## config.mk

```make
export PLATFORM = sky130hd
export DESIGN_NAME = panel_serial_write_sequencer_unit
export DESIGN_NICKNAME = d
export VERILOG_FILES = /design/src/design/psws_pkg.sv /design/src/design/psws_front.sv /design/src/design/psws_queue.sv /design/src/design/psws_engine.sv /design/src/design/panel_serial_write_sequencer_unit.sv
export SDC_FILE = /design/constraint.sdc
export NUM_CORES = 1
export LEC_CHECK = 0
export BUFFER_PORTS_ARGS = -buffer_cell sky130_fd_sc_hd__clkbuf_2
export CORE_MARGIN = 2
export CORE_UTILIZATION = 40
export CTS_CLUSTER_DIAMETER = 30
export DETAILED_ROUTE_END_ITERATION = 8
export RECOVER_POWER = 100
export SYNTH_ARGS = -nofsm -noshare
export SYNTH_HDL_FRONTEND = slang
export SYNTH_SLANG_ARGS = --single-unit
export TNS_END_PERCENT = 20
```

## constraint.sdc

```tcl
create_clock -name clk -period 4.3 [get_ports clk]
set_input_delay 0.645 -clock clk [delete_from_list [all_inputs] [get_ports clk]]
set_output_delay 0.645 -clock clk [all_outputs]
set_load 0.05 [all_outputs]
```

## src/design/psws_pkg.sv

```systemverilog
`timescale 1ns / 1ps
// ----------------------------------------------------------------------------
// psws_pkg
// Shared types and constants for the panel serial write sequencer.
// ----------------------------------------------------------------------------
package psws_pkg;

  localparam int QUEUE_DEPTH = 4;

  localparam int CFG_INDEX_W = 1;
  localparam int CFG_DATA_W  = 24;

  localparam logic [CFG_INDEX_W-1:0] CFG_PANEL_MODEL  = 1'd0;
  localparam logic [CFG_INDEX_W-1:0] CFG_SETTLE_TICKS = 1'd1;

  localparam logic [23:0] SETTLE_RESET = 24'd100000;

  localparam logic [2:0] CMD_TICK   = 3'd0;
  localparam logic [2:0] CMD_WRITE  = 3'd1;
  localparam logic [2:0] CMD_WHITE  = 3'd2;
  localparam logic [2:0] CMD_BLACK  = 3'd3;
  localparam logic [2:0] CMD_PSAVE  = 3'd4;

  localparam logic [3:0] SQ_IDLE   = 4'd0;
  localparam logic [3:0] SQ_SINGLE = 4'd1;
  localparam logic [3:0] SQ_DREGS  = 4'd2;
  localparam logic [3:0] SQ_EXTRA  = 4'd3;
  localparam logic [3:0] SQ_W88    = 4'd4;
  localparam logic [3:0] SQ_W80    = 4'd5;
  localparam logic [3:0] SQ_SETTLE = 4'd6;
  localparam logic [3:0] SQ_PSREGS = 4'd7;
  localparam logic [3:0] SQ_P88    = 4'd8;
  localparam logic [3:0] SQ_P80    = 4'd9;
  localparam logic [3:0] SQ_P00    = 4'd10;

  localparam logic [7:0] NODE_BASE    = 8'hF0;
  localparam logic [7:0] CTRL_REFRESH = 8'h88;
  localparam logic [7:0] CTRL_LATCH   = 8'h80;
  localparam logic [7:0] CTRL_OFF     = 8'h00;
  localparam logic [7:0] PIX_WHITE    = 8'h00;
  localparam logic [7:0] PIX_BLACK    = 8'hFF;
  localparam logic [7:0] EXT0_ADDR    = 8'h04;
  localparam logic [7:0] EXT0_WHITE   = 8'hC0;
  localparam logic [7:0] EXT0_BLACK   = 8'h3F;
  localparam logic [7:0] EXT1_ADDR    = 8'h0F;
  localparam logic [7:0] EXT1_WHITE   = 8'h01;
  localparam logic [7:0] EXT1_BLACK   = 8'h02;
  localparam logic [7:0] CTRL0_ADDR   = 8'h05;
  localparam logic [7:0] CTRL1_ADDR   = 8'h10;
  localparam logic [4:0] REGS0_COUNT  = 5'd4;
  localparam logic [4:0] REGS1_COUNT  = 5'd16;

  typedef struct packed {
    logic        panel_model;
    logic [23:0] settle_ticks;
  } cfg_t;

  typedef struct packed {
    logic       start;
    logic [3:0] first_step;
    logic       white;
    logic [3:0] node_id;
    logic [7:0] reg_address;
    logic [7:0] reg_data;
    logic       sda_in;
  } entry_t;

endpackage

```

## src/design/psws_front.sv

```systemverilog
`timescale 1ns / 1ps
// ----------------------------------------------------------------------------
// psws_front
// Classifies an incoming beat into a queue entry: command or tick only,
// first sequence step and colour.
// ----------------------------------------------------------------------------
module psws_front (
  input  logic                  item_valid,
  input  logic [2:0]            cmd,
  input  logic [3:0]            node_id,
  input  logic [7:0]            reg_address,
  input  logic [7:0]            reg_data,
  input  logic                  sda_in,
  input  logic                  queue_ready,
  output logic                  item_stall,
  output logic                  push,
  output psws_pkg::entry_t      entry
);

  always_comb begin
    entry.start       = 1'b1;
    entry.first_step  = psws_pkg::SQ_IDLE;
    entry.white       = (cmd == psws_pkg::CMD_WHITE);
    entry.node_id     = node_id;
    entry.reg_address = reg_address;
    entry.reg_data    = reg_data;
    entry.sda_in      = sda_in;
    case (cmd)
      psws_pkg::CMD_WRITE: entry.first_step = psws_pkg::SQ_SINGLE;
      psws_pkg::CMD_WHITE: entry.first_step = psws_pkg::SQ_DREGS;
      psws_pkg::CMD_BLACK: entry.first_step = psws_pkg::SQ_DREGS;
      psws_pkg::CMD_PSAVE: entry.first_step = psws_pkg::SQ_PSREGS;
      default:             entry.start      = 1'b0;
    endcase
  end

  assign item_stall = !queue_ready;
  assign push       = item_valid && queue_ready;

endmodule

```

## src/design/psws_queue.sv

```systemverilog
`timescale 1ns / 1ps
// ----------------------------------------------------------------------------
// psws_queue
// Short FIFO of classified beats between the front and the engine.
// ----------------------------------------------------------------------------
module psws_queue #(
  parameter int DEPTH = psws_pkg::QUEUE_DEPTH
) (
  input  logic             clk,
  input  logic             rst,
  input  logic             push,
  input  psws_pkg::entry_t push_entry,
  output logic             ready,
  input  logic             pop,
  output logic             head_valid,
  output psws_pkg::entry_t head_entry
);

  localparam int PTR_W = (DEPTH > 1) ? $clog2(DEPTH) : 1;
  localparam int CNT_W = $clog2(DEPTH + 1);

  psws_pkg::entry_t mem [DEPTH];
  logic [PTR_W-1:0] wr_ptr;
  logic [PTR_W-1:0] rd_ptr;
  logic [CNT_W-1:0] count;

  assign ready      = (count != CNT_W'(DEPTH));
  assign head_valid = (count != '0);
  assign head_entry = mem[rd_ptr];

  always_ff @(posedge clk) begin
    if (push) begin
      mem[wr_ptr] <= push_entry;
    end
  end

  always_ff @(posedge clk) begin
    if (rst) begin
      wr_ptr <= '0;
      rd_ptr <= '0;
      count  <= '0;
    end else begin
      if (push) begin
        wr_ptr <= (wr_ptr == PTR_W'(DEPTH - 1)) ? '0 : wr_ptr + 1'b1;
      end
      if (pop) begin
        rd_ptr <= (rd_ptr == PTR_W'(DEPTH - 1)) ? '0 : rd_ptr + 1'b1;
      end
      if (push && !pop) begin
        count <= count + 1'b1;
      end else if (pop && !push) begin
        count <= count - 1'b1;
      end
    end
  end

endmodule

```

## src/design/psws_engine.sv

```systemverilog
`timescale 1ns / 1ps
// ----------------------------------------------------------------------------
// psws_engine
// Frame and sequence state machines: one pin event per queue beat, result
// held in an output register.
// ----------------------------------------------------------------------------
module psws_engine (
  input  logic             clk,
  input  logic             rst,
  input  psws_pkg::cfg_t   cfg,
  input  logic             head_valid,
  input  psws_pkg::entry_t head_entry,
  output logic             pop,
  output logic             result_valid,
  input  logic             result_stall,
  output logic             scl,
  output logic             sda_out,
  output logic             sda_drive,
  output logic             busy_res,
  output logic             frame_done,
  output logic             sequence_done
);

  localparam logic [2:0] PH_IDLE    = 3'd0;
  localparam logic [2:0] PH_START   = 3'd1;
  localparam logic [2:0] PH_BITHI   = 3'd2;
  localparam logic [2:0] PH_BITLO   = 3'd3;
  localparam logic [2:0] PH_ACKWAIT = 3'd4;
  localparam logic [2:0] PH_ACKLOW  = 3'd5;
  localparam logic [2:0] PH_STOP    = 3'd6;

  logic [2:0]  frame_phase, frame_phase_next;
  logic [2:0]  bit_index, bit_index_next;
  logic [1:0]  byte_slot, byte_slot_next;
  logic [3:0]  sequence_step, sequence_step_next;
  logic [4:0]  register_counter, register_counter_next;
  logic [23:0] settle_counter, settle_counter_next;
  logic [3:0]  held_node, held_node_next;
  logic [7:0]  held_address, held_address_next;
  logic [7:0]  held_data, held_data_next;
  logic        white, white_next;

  logic        o_scl, o_sda, o_drv, o_busy, o_fdone, o_sdone;
  logic [7:0]  fld_addr, fld_data, cur_byte, ctrl_addr;
  logic [4:0]  reg_count;
  logic [23:0] settle_dec;
  logic        fire;

  assign fire = head_valid && (!result_valid || !result_stall);
  assign pop  = fire;

  assign reg_count  = cfg.panel_model ? psws_pkg::REGS1_COUNT : psws_pkg::REGS0_COUNT;
  assign ctrl_addr  = cfg.panel_model ? psws_pkg::CTRL1_ADDR : psws_pkg::CTRL0_ADDR;
  assign settle_dec = settle_counter - 24'd1;

  always_comb begin
    fld_addr = 8'h00;
    fld_data = 8'h00;
    case (sequence_step)
      psws_pkg::SQ_SINGLE: begin
        fld_addr = held_address;
        fld_data = held_data;
      end
      psws_pkg::SQ_DREGS: begin
        fld_addr = {3'b000, register_counter};
        fld_data = white ? psws_pkg::PIX_WHITE : psws_pkg::PIX_BLACK;
      end
      psws_pkg::SQ_EXTRA: begin
        if (cfg.panel_model) begin
          fld_addr = psws_pkg::EXT1_ADDR;
          fld_data = white ? psws_pkg::EXT1_WHITE : psws_pkg::EXT1_BLACK;
        end else begin
          fld_addr = psws_pkg::EXT0_ADDR;
          fld_data = white ? psws_pkg::EXT0_WHITE : psws_pkg::EXT0_BLACK;
        end
      end
      psws_pkg::SQ_W88, psws_pkg::SQ_P88: begin
        fld_addr = ctrl_addr;
        fld_data = psws_pkg::CTRL_REFRESH;
      end
      psws_pkg::SQ_W80, psws_pkg::SQ_P80: begin
        fld_addr = ctrl_addr;
        fld_data = psws_pkg::CTRL_LATCH;
      end
      psws_pkg::SQ_P00: begin
        fld_addr = ctrl_addr;
        fld_data = psws_pkg::CTRL_OFF;
      end
      psws_pkg::SQ_PSREGS: begin
        fld_addr = {3'b000, register_counter};
        fld_data = psws_pkg::CTRL_OFF;
      end
      default: begin
        fld_addr = 8'h00;
        fld_data = 8'h00;
      end
    endcase
  end

  always_comb begin
    case (byte_slot)
      2'd0:    cur_byte = psws_pkg::NODE_BASE | {4'b0000, held_node};
      2'd1:    cur_byte = fld_addr;
      default: cur_byte = fld_data;
    endcase
  end

  always_comb begin
    logic [2:0] ph;
    ph                    = frame_phase;
    frame_phase_next      = frame_phase;
    bit_index_next        = bit_index;
    byte_slot_next        = byte_slot;
    sequence_step_next    = sequence_step;
    register_counter_next = register_counter;
    settle_counter_next   = settle_counter;
    held_node_next        = held_node;
    held_address_next     = held_address;
    held_data_next        = held_data;
    white_next            = white;
    o_scl   = 1'b1;
    o_sda   = 1'b1;
    o_drv   = 1'b1;
    o_busy  = 1'b1;
    o_fdone = 1'b0;
    o_sdone = 1'b0;

    if (frame_phase == PH_IDLE) begin
      if (sequence_step == psws_pkg::SQ_SETTLE) begin
        settle_counter_next = settle_dec;
        if (settle_dec == 24'd0) begin
          sequence_step_next    = psws_pkg::SQ_PSREGS;
          register_counter_next = 5'd0;
          ph                    = PH_START;
        end
      end else begin
        sequence_step_next = psws_pkg::SQ_IDLE;
        if (head_entry.start) begin
          held_node_next        = head_entry.node_id;
          held_address_next     = head_entry.reg_address;
          held_data_next        = head_entry.reg_data;
          white_next            = head_entry.white;
          register_counter_next = 5'd0;
          sequence_step_next    = head_entry.first_step;
          ph                    = PH_START;
        end else begin
          o_busy = 1'b0;
        end
      end
    end

    case (ph)
      PH_START: begin
        o_scl            = 1'b0;
        o_sda            = 1'b0;
        byte_slot_next   = 2'd0;
        bit_index_next   = 3'd7;
        frame_phase_next = PH_BITHI;
      end
      PH_BITHI: begin
        o_sda            = cur_byte[bit_index];
        frame_phase_next = PH_BITLO;
      end
      PH_BITLO: begin
        o_scl = 1'b0;
        o_sda = cur_byte[bit_index];
        if (bit_index == 3'd0) begin
          frame_phase_next = PH_ACKWAIT;
        end else begin
          bit_index_next = bit_index - 3'd1;
        end
      end
      PH_ACKWAIT: begin
        o_sda = 1'b0;
        o_drv = 1'b0;
        if (!head_entry.sda_in) begin
          frame_phase_next = PH_ACKLOW;
        end
      end
      PH_ACKLOW: begin
        o_scl = 1'b0;
        o_sda = 1'b0;
        if (byte_slot >= 2'd2) begin
          frame_phase_next = PH_STOP;
        end else begin
          byte_slot_next   = byte_slot + 2'd1;
          bit_index_next   = 3'd7;
          frame_phase_next = PH_BITHI;
        end
      end
      PH_STOP: begin
        o_fdone          = 1'b1;
        frame_phase_next = PH_START;
        case (sequence_step)
          psws_pkg::SQ_DREGS: begin
            if (({1'b0, register_counter} + 6'd1) >= {1'b0, reg_count}) begin
              sequence_step_next    = psws_pkg::SQ_EXTRA;
              register_counter_next = 5'd0;
            end else begin
              register_counter_next = register_counter + 5'd1;
            end
          end
          psws_pkg::SQ_EXTRA: sequence_step_next = psws_pkg::SQ_W88;
          psws_pkg::SQ_W88:   sequence_step_next = psws_pkg::SQ_W80;
          psws_pkg::SQ_W80: begin
            settle_counter_next   = cfg.settle_ticks;
            register_counter_next = 5'd0;
            if (cfg.settle_ticks == 24'd0) begin
              sequence_step_next = psws_pkg::SQ_PSREGS;
            end else begin
              sequence_step_next = psws_pkg::SQ_SETTLE;
              frame_phase_next   = PH_IDLE;
            end
          end
          psws_pkg::SQ_PSREGS: begin
            if (register_counter >= reg_count) begin
              sequence_step_next    = psws_pkg::SQ_P88;
              register_counter_next = 5'd0;
            end else begin
              register_counter_next = register_counter + 5'd1;
            end
          end
          psws_pkg::SQ_P88: sequence_step_next = psws_pkg::SQ_P80;
          psws_pkg::SQ_P80: sequence_step_next = psws_pkg::SQ_P00;
          default: begin
            sequence_step_next = psws_pkg::SQ_IDLE;
            frame_phase_next   = PH_IDLE;
            o_sdone            = 1'b1;
          end
        endcase
      end
      default: begin
      end
    endcase
  end

  always_ff @(posedge clk) begin
    if (rst) begin
      frame_phase      <= PH_IDLE;
      bit_index        <= 3'd7;
      byte_slot        <= 2'd0;
      sequence_step    <= psws_pkg::SQ_IDLE;
      register_counter <= 5'd0;
      settle_counter   <= 24'd0;
      held_node        <= 4'd0;
      held_address     <= 8'd0;
      held_data        <= 8'd0;
      white            <= 1'b0;
      result_valid     <= 1'b0;
    end else begin
      if (fire) begin
        frame_phase      <= frame_phase_next;
        bit_index        <= bit_index_next;
        byte_slot        <= byte_slot_next;
        sequence_step    <= sequence_step_next;
        register_counter <= register_counter_next;
        settle_counter   <= settle_counter_next;
        held_node        <= held_node_next;
        held_address     <= held_address_next;
        held_data        <= held_data_next;
        white            <= white_next;
        result_valid     <= 1'b1;
      end else if (!result_stall) begin
        result_valid <= 1'b0;
      end
    end
  end

  always_ff @(posedge clk) begin
    if (fire) begin
      scl           <= o_scl;
      sda_out       <= o_sda;
      sda_drive     <= o_drv;
      busy_res      <= o_busy;
      frame_done    <= o_fdone;
      sequence_done <= o_sdone;
    end
  end

endmodule

```

## src/design/panel_serial_write_sequencer_unit.sv

```systemverilog
`timescale 1ns / 1ps
// ----------------------------------------------------------------------------
// panel_serial_write_sequencer_unit
// Two-wire serial write master: each input beat is one line tick, each
// result beat gives the line levels and status for that tick.
// ----------------------------------------------------------------------------
//
//  channel  | handshake                 | payload
//  ---------+---------------------------+-----------------------------------
//  item     | item_valid / item_stall   | cmd, node_id, reg_address,
//           |                           | reg_data, sda_in
//  result   | result_valid/result_stall | scl, sda_out, sda_drive,
//           |                           | busy_res, frame_done, sequence_done
//  config   | cfg_valid / cfg_ready     | cfg_index, cfg_data
//
//  One beat per cycle in and out while neither item_stall nor result_stall holds
//  the flow; a result is set in the engine's output register when its beat is popped from the head of the queue.
//  A QUEUE_DEPTH-entry queue absorbs result stalls before item_stall rises.
//  Reset clears the queue, the frame and sequence state and the config
//  registers (model 0, settle 100000 ticks); cfg_ready is always high.
//
module panel_serial_write_sequencer_unit #(
  parameter int QUEUE_DEPTH = psws_pkg::QUEUE_DEPTH
) (
  input  logic                            clk,
  input  logic                            rst,
  input  logic                            item_valid,
  output logic                            item_stall,
  input  logic [2:0]                      cmd,
  input  logic [3:0]                      node_id,
  input  logic [7:0]                      reg_address,
  input  logic [7:0]                      reg_data,
  input  logic                            sda_in,
  output logic                            result_valid,
  input  logic                            result_stall,
  output logic                            scl,
  output logic                            sda_out,
  output logic                            sda_drive,
  output logic                            busy_res,
  output logic                            frame_done,
  output logic                            sequence_done,
  input  logic                            cfg_valid,
  output logic                            cfg_ready,
  input  logic [psws_pkg::CFG_INDEX_W-1:0] cfg_index,
  input  logic [psws_pkg::CFG_DATA_W-1:0]  cfg_data
);

  psws_pkg::cfg_t   cfg;
  psws_pkg::entry_t push_entry;
  psws_pkg::entry_t head_entry;
  logic             push, pop, queue_ready, head_valid;

  assign cfg_ready = 1'b1;

  always_ff @(posedge clk) begin
    if (rst) begin
      cfg.panel_model  <= 1'b0;
      cfg.settle_ticks <= psws_pkg::SETTLE_RESET;
    end else if (cfg_valid && cfg_ready) begin
      case (cfg_index)
        psws_pkg::CFG_PANEL_MODEL:  cfg.panel_model  <= cfg_data[0];
        psws_pkg::CFG_SETTLE_TICKS: cfg.settle_ticks <= cfg_data[23:0];
        default: begin
        end
      endcase
    end
  end

  psws_front u_front (
    .item_valid  (item_valid),
    .cmd         (cmd),
    .node_id     (node_id),
    .reg_address (reg_address),
    .reg_data    (reg_data),
    .sda_in      (sda_in),
    .queue_ready (queue_ready),
    .item_stall  (item_stall),
    .push        (push),
    .entry       (push_entry)
  );

  psws_queue #(
    .DEPTH (QUEUE_DEPTH)
  ) u_queue (
    .clk        (clk),
    .rst        (rst),
    .push       (push),
    .push_entry (push_entry),
    .ready      (queue_ready),
    .pop        (pop),
    .head_valid (head_valid),
    .head_entry (head_entry)
  );

  psws_engine u_engine (
    .clk           (clk),
    .rst           (rst),
    .cfg           (cfg),
    .head_valid    (head_valid),
    .head_entry    (head_entry),
    .pop           (pop),
    .result_valid  (result_valid),
    .result_stall  (result_stall),
    .scl           (scl),
    .sda_out       (sda_out),
    .sda_drive     (sda_drive),
    .busy_res      (busy_res),
    .frame_done    (frame_done),
    .sequence_done (sequence_done)
  );

endmodule

```

==> Word level (Yosys, flattened, before mapping) <==
Memory sizes are Yosys's and may differ from the RTL's. A register that Yosys moved wholly into a read port is not among the register bits.
Cells that the tools add are included.
{ "totals": {"ff_bits": 101, "output_inout_bits": 9, "mem_bits_rw": 104, "memories": 1, "input_bits": 54, "word_cells": 172} }
{ "op_classes": {"bitwise": 3, "mux": 66, "magnitude_cmp": 4, "n_addsub": 9, "reduce_logical": 38, "n_eq_ne": 29} }
{ "mem_list": {"columns": ["name", "depth", "width", "rd", "rd_clocked_by_memory_dff", "write_ports", "line_no", "source"], "rows": [
  ["u_queue.mem", 4, 26, 1, 1, 1, "psws_queue.sv:22", "psws_pkg::entry_t mem [DEPTH];"]
]} }
{ "op_table": {"columns": ["cell", "n"], "rows": [
  ["$mux 24", 4],
  ["$logic_not 24->1", 2],
  ["$mux 5", 9],
  ["$pmux 8 s5", 1],
  ["$mux 3", 11],
  ["$mux 4", 8],
  ["$pmux 8 s4", 1],
  ["$pmux 4 s7", 1],
  ["$mux 8", 3],
  ["$sub 24x1->24 const B", 1],
  ["$pmux 3 s3", 2],
  ["$pmux 3 s6", 1],
  ["$eq 4x3->1 const B", 4],
  ["$pmux 8 s2", 1],
  ["$pmux 5 s3", 1],
  ["$mux 1", 13],
  ["$eq 3x2->1 const B", 4],
  ["$eq 3x3->1 const B", 4],
  ["$eq 4x4->1 const B", 3],
  ["$mux 2", 6],
  ["$reduce_and 4->1", 3],
  ["$reduce_or 2->1", 6],
  ["$eq 4x2->1 const B", 2],
  ["$reduce_or 7->1", 1],
  ["other kinds (35)", 57]
]} }

==> Logic depth before layout (Yosys ltp) <==
{ "depth": {"depth_word": 8, "ltp_mapped": 11, "mapped_depth_nobuf": 11} }

==> By module <==
A second synthesis with hierarchy kept.
{ "hier_totals": {"cells_unflattened": 976, "hier_area_um2": 10595.2} }
{ "modules_own_cells": {"columns": ["mod", "cells_each", "seq_area_each_um2", "instances", "area_each_um2"], "rows": [
  ["psws_engine", 650, 1441.4, 1, 4825.9],
  ["psws_queue", 186, 3423.3, 1, 4385.5],
  ["panel_serial_write_sequencer_unit", 108, 500.5, 1, 1152.4],
  ["psws_front", 32, 0.0, 1, 231.5]
]} }

==> Worst setup path after synthesis <==
Ideal clock, no wire load.
{ "synth_path": {"path_kind": "reg-to-reg", "startpoint": "register u_queue.count[0]", "endpoint": "register u_queue.count[2]", "required_time_ps": 4230, "arrival_time_ps": 2809, "setup_ps": 70, "period_less_slack_ps": 2879, "setup_slack_ps": 1421, "stages_incl_launch_ff": 10, "n_path_buf": 1, "path_cell_list": "dfxtp_1 > nor3b_1 > nor2b_1 > clkbuf_1 > ha_1 > inv_1 > fa_1 > xor2_1 > or3_1 > a21oi_1"} }
{ "synth_between": {"elab_chain_cells": 5, "elab_cells_between_ends": 13, "cone_classes": "add/sub: 2; eq/ne: 1; mux: 2; reduce/logical: 8"} }
{ "synth_rtl": {"columns": ["element", "line_no", "source"], "rows": [
  ["from (decl)", "psws_queue.sv:25", "logic [CNT_W-1:0] count;"],
  ["from (signal assigned)", "psws_queue.sv:50", "count <= count + 1'b1;"],
  ["from (signal assigned)", "psws_queue.sv:52", "count <= count - 1'b1;"],
  ["$ne 3x3->1 (*)", "psws_queue.sv:27", "assign ready = (count != CNT_W'(DEPTH));"],
  ["$logic_and 1x1->1 (*)", "psws_front.sv:38", "assign push = item_valid && queue_ready;"],
  ["via push", "panel_serial_write_sequencer_unit.sv:51", "logic push, pop, queue_ready, head_valid;"],
  ["$logic_not 1->1", "psws_queue.sv:51", "end else if (pop && !push) begin"],
  ["$logic_and 1x1->1", "psws_queue.sv:51", null],
  ["$reduce_bool 2->1 (no source line)", null, null]
]} }
The timed path passes the listed nets; every way through them passes the cells marked *. The select of a mux whose other input is x is not followed.
A chain may end at the register's enable or synchronous reset.

==> Final worst setup path <==
{ "layout_path": {"startpoint": "register u_engine.sequence_step[2]", "endpoint": "register u_engine.settle_counter[3]"} }
{ "layout_between": {"elab_chain_cells": 5, "elab_cells_between_ends": 9, "cone_classes": "eq/ne: 3; mux: 6"} }
{ "layout_rtl": {"columns": ["element", "line_no", "source"], "rows": [
  ["from (decl)", "psws_engine.sv:35", "logic [3:0] sequence_step, sequence_step_next;"],
  ["from (signal assigned)", "psws_engine.sv:242", "sequence_step <= psws_pkg::SQ_IDLE;"],
  ["from (signal assigned)", "psws_engine.sv:255", "sequence_step <= sequence_step_next;"],
  ["$eq 4x3->1", "psws_engine.sv:129", "if (sequence_step == psws_pkg::SQ_SETTLE) begin"],
  ["$mux 3 / $mux 24 (equally long branches)", "psws_engine.sv:129", null],
  ["$mux 3 / $mux 24 (equally long branches)", "psws_engine.sv:128", "if (frame_phase == PH_IDLE) begin"],
  ["$eq 3x3->1 / $mux 24 (equally long branches)", "psws_engine.sv:152, psws_engine.sv:194", null],
  ["$mux 24 (*)", "psws_engine.sv:152", "case (ph)"],
  ["to (signal assigned)", "psws_engine.sv:257", "settle_counter <= settle_counter_next;"],
  ["to (decl)", "psws_engine.sv:37", "logic [23:0] settle_counter, settle_counter_next;"]
]} }
Mark *: on every way between the ends. The rest lies on a longest branch, timed or not.

==> flow_summary.ini <==
[power]
power_density_mw_per_mm2 = 709
max-vdd-ir-drop_mv = 0.390
leakage_nw = 4.34

[synth]
yosys_warnings = 0
synth_nets = 1061
synth_xor_xnor_area_share = 0.0104
synth-seq-cells = 207
ys.flop_type = edfxtp_1
synth_fa_ha_area_frac = 0.0306
syn-cell-area_mm2 = 0.0101
synth_top_family_by_area = simple AND/OR/NAND/NOR gates
netlist-cell-type-count = 88
synth_simple_gate_area_frac = 0.181
synthMuxAreaShare = 0.0737
synth_edf_count = 110
syn_area_per_cell_um2 = 10.2
seq_area_frac_synth = 0.521
synth_compound_area_frac = 0.147
netlist_instances = 983
ys_async_sr_fraction = 0

[finish]
area_delta_synth_final_pct = 21.2
stdcell_count = 1410
fill_cells = 2316
drive_gt1_frac = 0.160
fin_nets = 1123
mostFrequentLayoutCell = nand2_1
final_cell_mix = nand2_1, edfxtp_1, a21oi_1
num_antenna_cells = 0

[critical_path]
crit_type = flop to flop
crit_path_start_kind = flop
cp.depth = 7
cp_max_fo = 25
reg2reg_slack_ns = 0.72
slowest_stage = dfxtp_1
required_ns = 4.65
rr_endpoint = u_engine.settle_counter[3]
reg2regPathDepth = 7
r2r-start = u_engine.sequence_step[2]
slowest_delay_ns = 0.80
worstSetupEndpointType = flop
path_cells = nor4bb_1 -> nand2_1 -> a21oi_1 -> buf_4 -> o21ai_0 -> a22oi_1 -> nor2_1
crit_buf_inv = 1
cp.arrival_ns = 3.93
crit_family = simple AND/OR/NAND/NOR gates

[die]
initial_core_util = 0.403
dieArea_mm2 = 0.0265
die_w_um = 163
dieHeight_um = 163
num_io_pins = 63
std_cell_rows = 58
core_area_mm2 = 0.0250

[clock_network]
cts_tree = built
post_cts_buffers = 0
htree_levels = 2
postCtsResizedCells = 0
numCtsBuffers = 46
clk_latency_ns = 0.54
clkTransAtPathRegs_ns = 0.05
cts_buffer_depth = 3
hold_buffers = 0
root_buffer = clkbuf_16
cts_num_sinks = 207

[sta]
worstMarginPinSlew_ns = 2.01
fin_setup_tns_ns = 0
slew_violations = 204
layout_min_cycle_time_ns = 3.58
finalSetupViolCount = 0
rsz0062_at_grt = false
slew_headroom = -0.342
fmax_mhz = 280
skew_ns = 0.0495
finalHoldViolations = 0
period_share = 0.832

[place]
gp_congestion = 0.859
port_buffers = 61
dp_cells = 1327
hpwlAfterDp_um = 15900

[global_routing]
grt_usage = 0.185
grt_first_pass_wirelength_um = 39200
antenna_found_initial = 0
grt_overflow = 0
grt_start_max_net_pins = 96
grt_pass1_vias = 7497

[outcome]
violations = max-capacitance violations, max-slew violations
status = complete, but fails checks

[route]
num_vias = 7653
wl_per_cell_um = 16.9
final_antenna_net_count = 0
drc_errors = 0
drt_first_pass_iters = 5
vias_per_cell = 5.43
routed_wl_um = 23900
dr.first_iter.drc_count = 446

[worst_hold_path]
hp-start = cfg_data[9]
whs_path_depth = 3
min_to = cfg[9]
min_path_type = input pin to flop

[run]
cap_violations = 5
cell families (layout without fill, tap and decap cells):
| family | Yosys count | after routing |
|---|---|---|
| muxes | 41 | 41 |
| and+or+nand+nor | 369 | 369 |
| adders and majority gates | 24 | 24 |
| DFF | 207 | 207 |
| other | 1 | 1 |
| xor gates and xnor gates | 12 | 12 |
| AOI/OAI and AO/OA | 239 | 239 |
| buffers and inverters | 90 | 187 |
worst reg2reg max path: stages, from the launching register on:
cell      delay, ns
dfxtp_1        0.80
nor4bb_1       0.78
nand2_1        0.31
a21oi_1        0.79
buf_4          0.36
o21ai_0        0.14
a22oi_1        0.16
nor2_1         0.05
synth_stat cells (all sizes together), types with 7 or more instances:
library cell / instances / area [um^2]
nand4: 9 / 62.6
dfxtp: 97 / 1940
nor2: 78 / 295
nor3: 24 / 120
inv: 25 / 93.8
xnor2: 9 / 78.8
and2: 7 / 43.8
a22oi: 13 / 103
clkbuf: 51 / 201
mux4: 26 / 589
or3: 10 / 73.8
nand3b: 10 / 75.1
a21oi: 97 / 485
edfxtp: 110 / 3300
ha: 23 / 288
o21ai: 57 / 289
nor4: 15 / 130
mux2i: 13 / 130
buf: 13 / 66.3
a211oi: 11 / 92.6
nand2: 155 / 589
nand3: 14 / 75.1
nor2b: 8 / 50.1
registers in the layout, indices dropped and copies added (netlist names), 3 cells and up, named ones only:
signal,flops
u_engine.register_counter,5
u_engine.frame_phase,3
cfg,25
u_queue.mem,104
u_engine.bit_index,3
u_engine.held_node,4
u_queue.count,3
u_engine.held_address,8
u_engine.held_data,8
u_engine.sequence_step,4
u_engine.settle_counter,24
metal layers:
metal | wire [um] | global-route usage | share of wire
met5 | 0 | 0 | 0
met4 | 717 | 0.0744 | 0.030
met3 | 1030 | 0.0336 | 0.043
met2 | 10800 | 0.288 | 0.45
met1 | 11400 | 0.255 | 0.48
where the power goes:
group | switching [W] | internal (W) | total (W)
logic | 0.00151 | 0.000958 | 0.00247
registers | 0.000207 | 0.00238 | 0.00259
clock network | 0.00115 | 0.00245 | 0.00360
total | 0.00287 | 0.00579 | 0.00866
layout make-up:
class	count	area, um^2	share of cell area
repair buffers	78	372	0.0304
inverters	26	97.6	0.00799
clock inverters	32	425	0.0348
well taps	330	413	0.0338
clock buffers	51	1200	0.0983
multi-input cells	686	4460	0.365
flip-flops and latches	207	5250	0.430
worst max-delay path by stage:
stage | slack, ns | endpoint | from
after floorplan | 1.42 | u_queue.count[2] | u_queue.count[0]
after global placement | 1.14 | u_engine.bit_index[2] | u_engine.sequence_step[2]
after detailed placement | 0.96 | u_engine.bit_index[0] | u_engine.sequence_step[2]
after CTS | 0.91 | u_engine.bit_index[0] | u_engine.sequence_step[2]
after global routing | 0.35 | u_engine.settle_counter[3] | u_engine.sequence_step[2]
final | 0.72 | u_engine.settle_counter[3] | u_engine.sequence_step[2]
per-stage QoR:
step | cell area (um^2) | worst slack (ns) | utilization | hold WS [ns] | total power, W
2_1_floorplan | 10100 | 1.42 | - | 0.436 | 0.00449
3_3_place_gp | 10700 | 1.14 | 0.427 | 0.445 | 0.00511
3_5_place_dp | 10700 | 0.959 | 0.427 | 0.447 | 0.00512
4_1_cts | 12300 | 0.910 | 0.492 | 0.297 | 0.00875
5_1_grt | 12200 | 0.347 | 0.489 | 0.327 | 0.00911
6_report | 12200 | 0.724 | 0.489 | 0.316 | 0.00866
No activity file was read; power rests on OpenSTA's default activity.
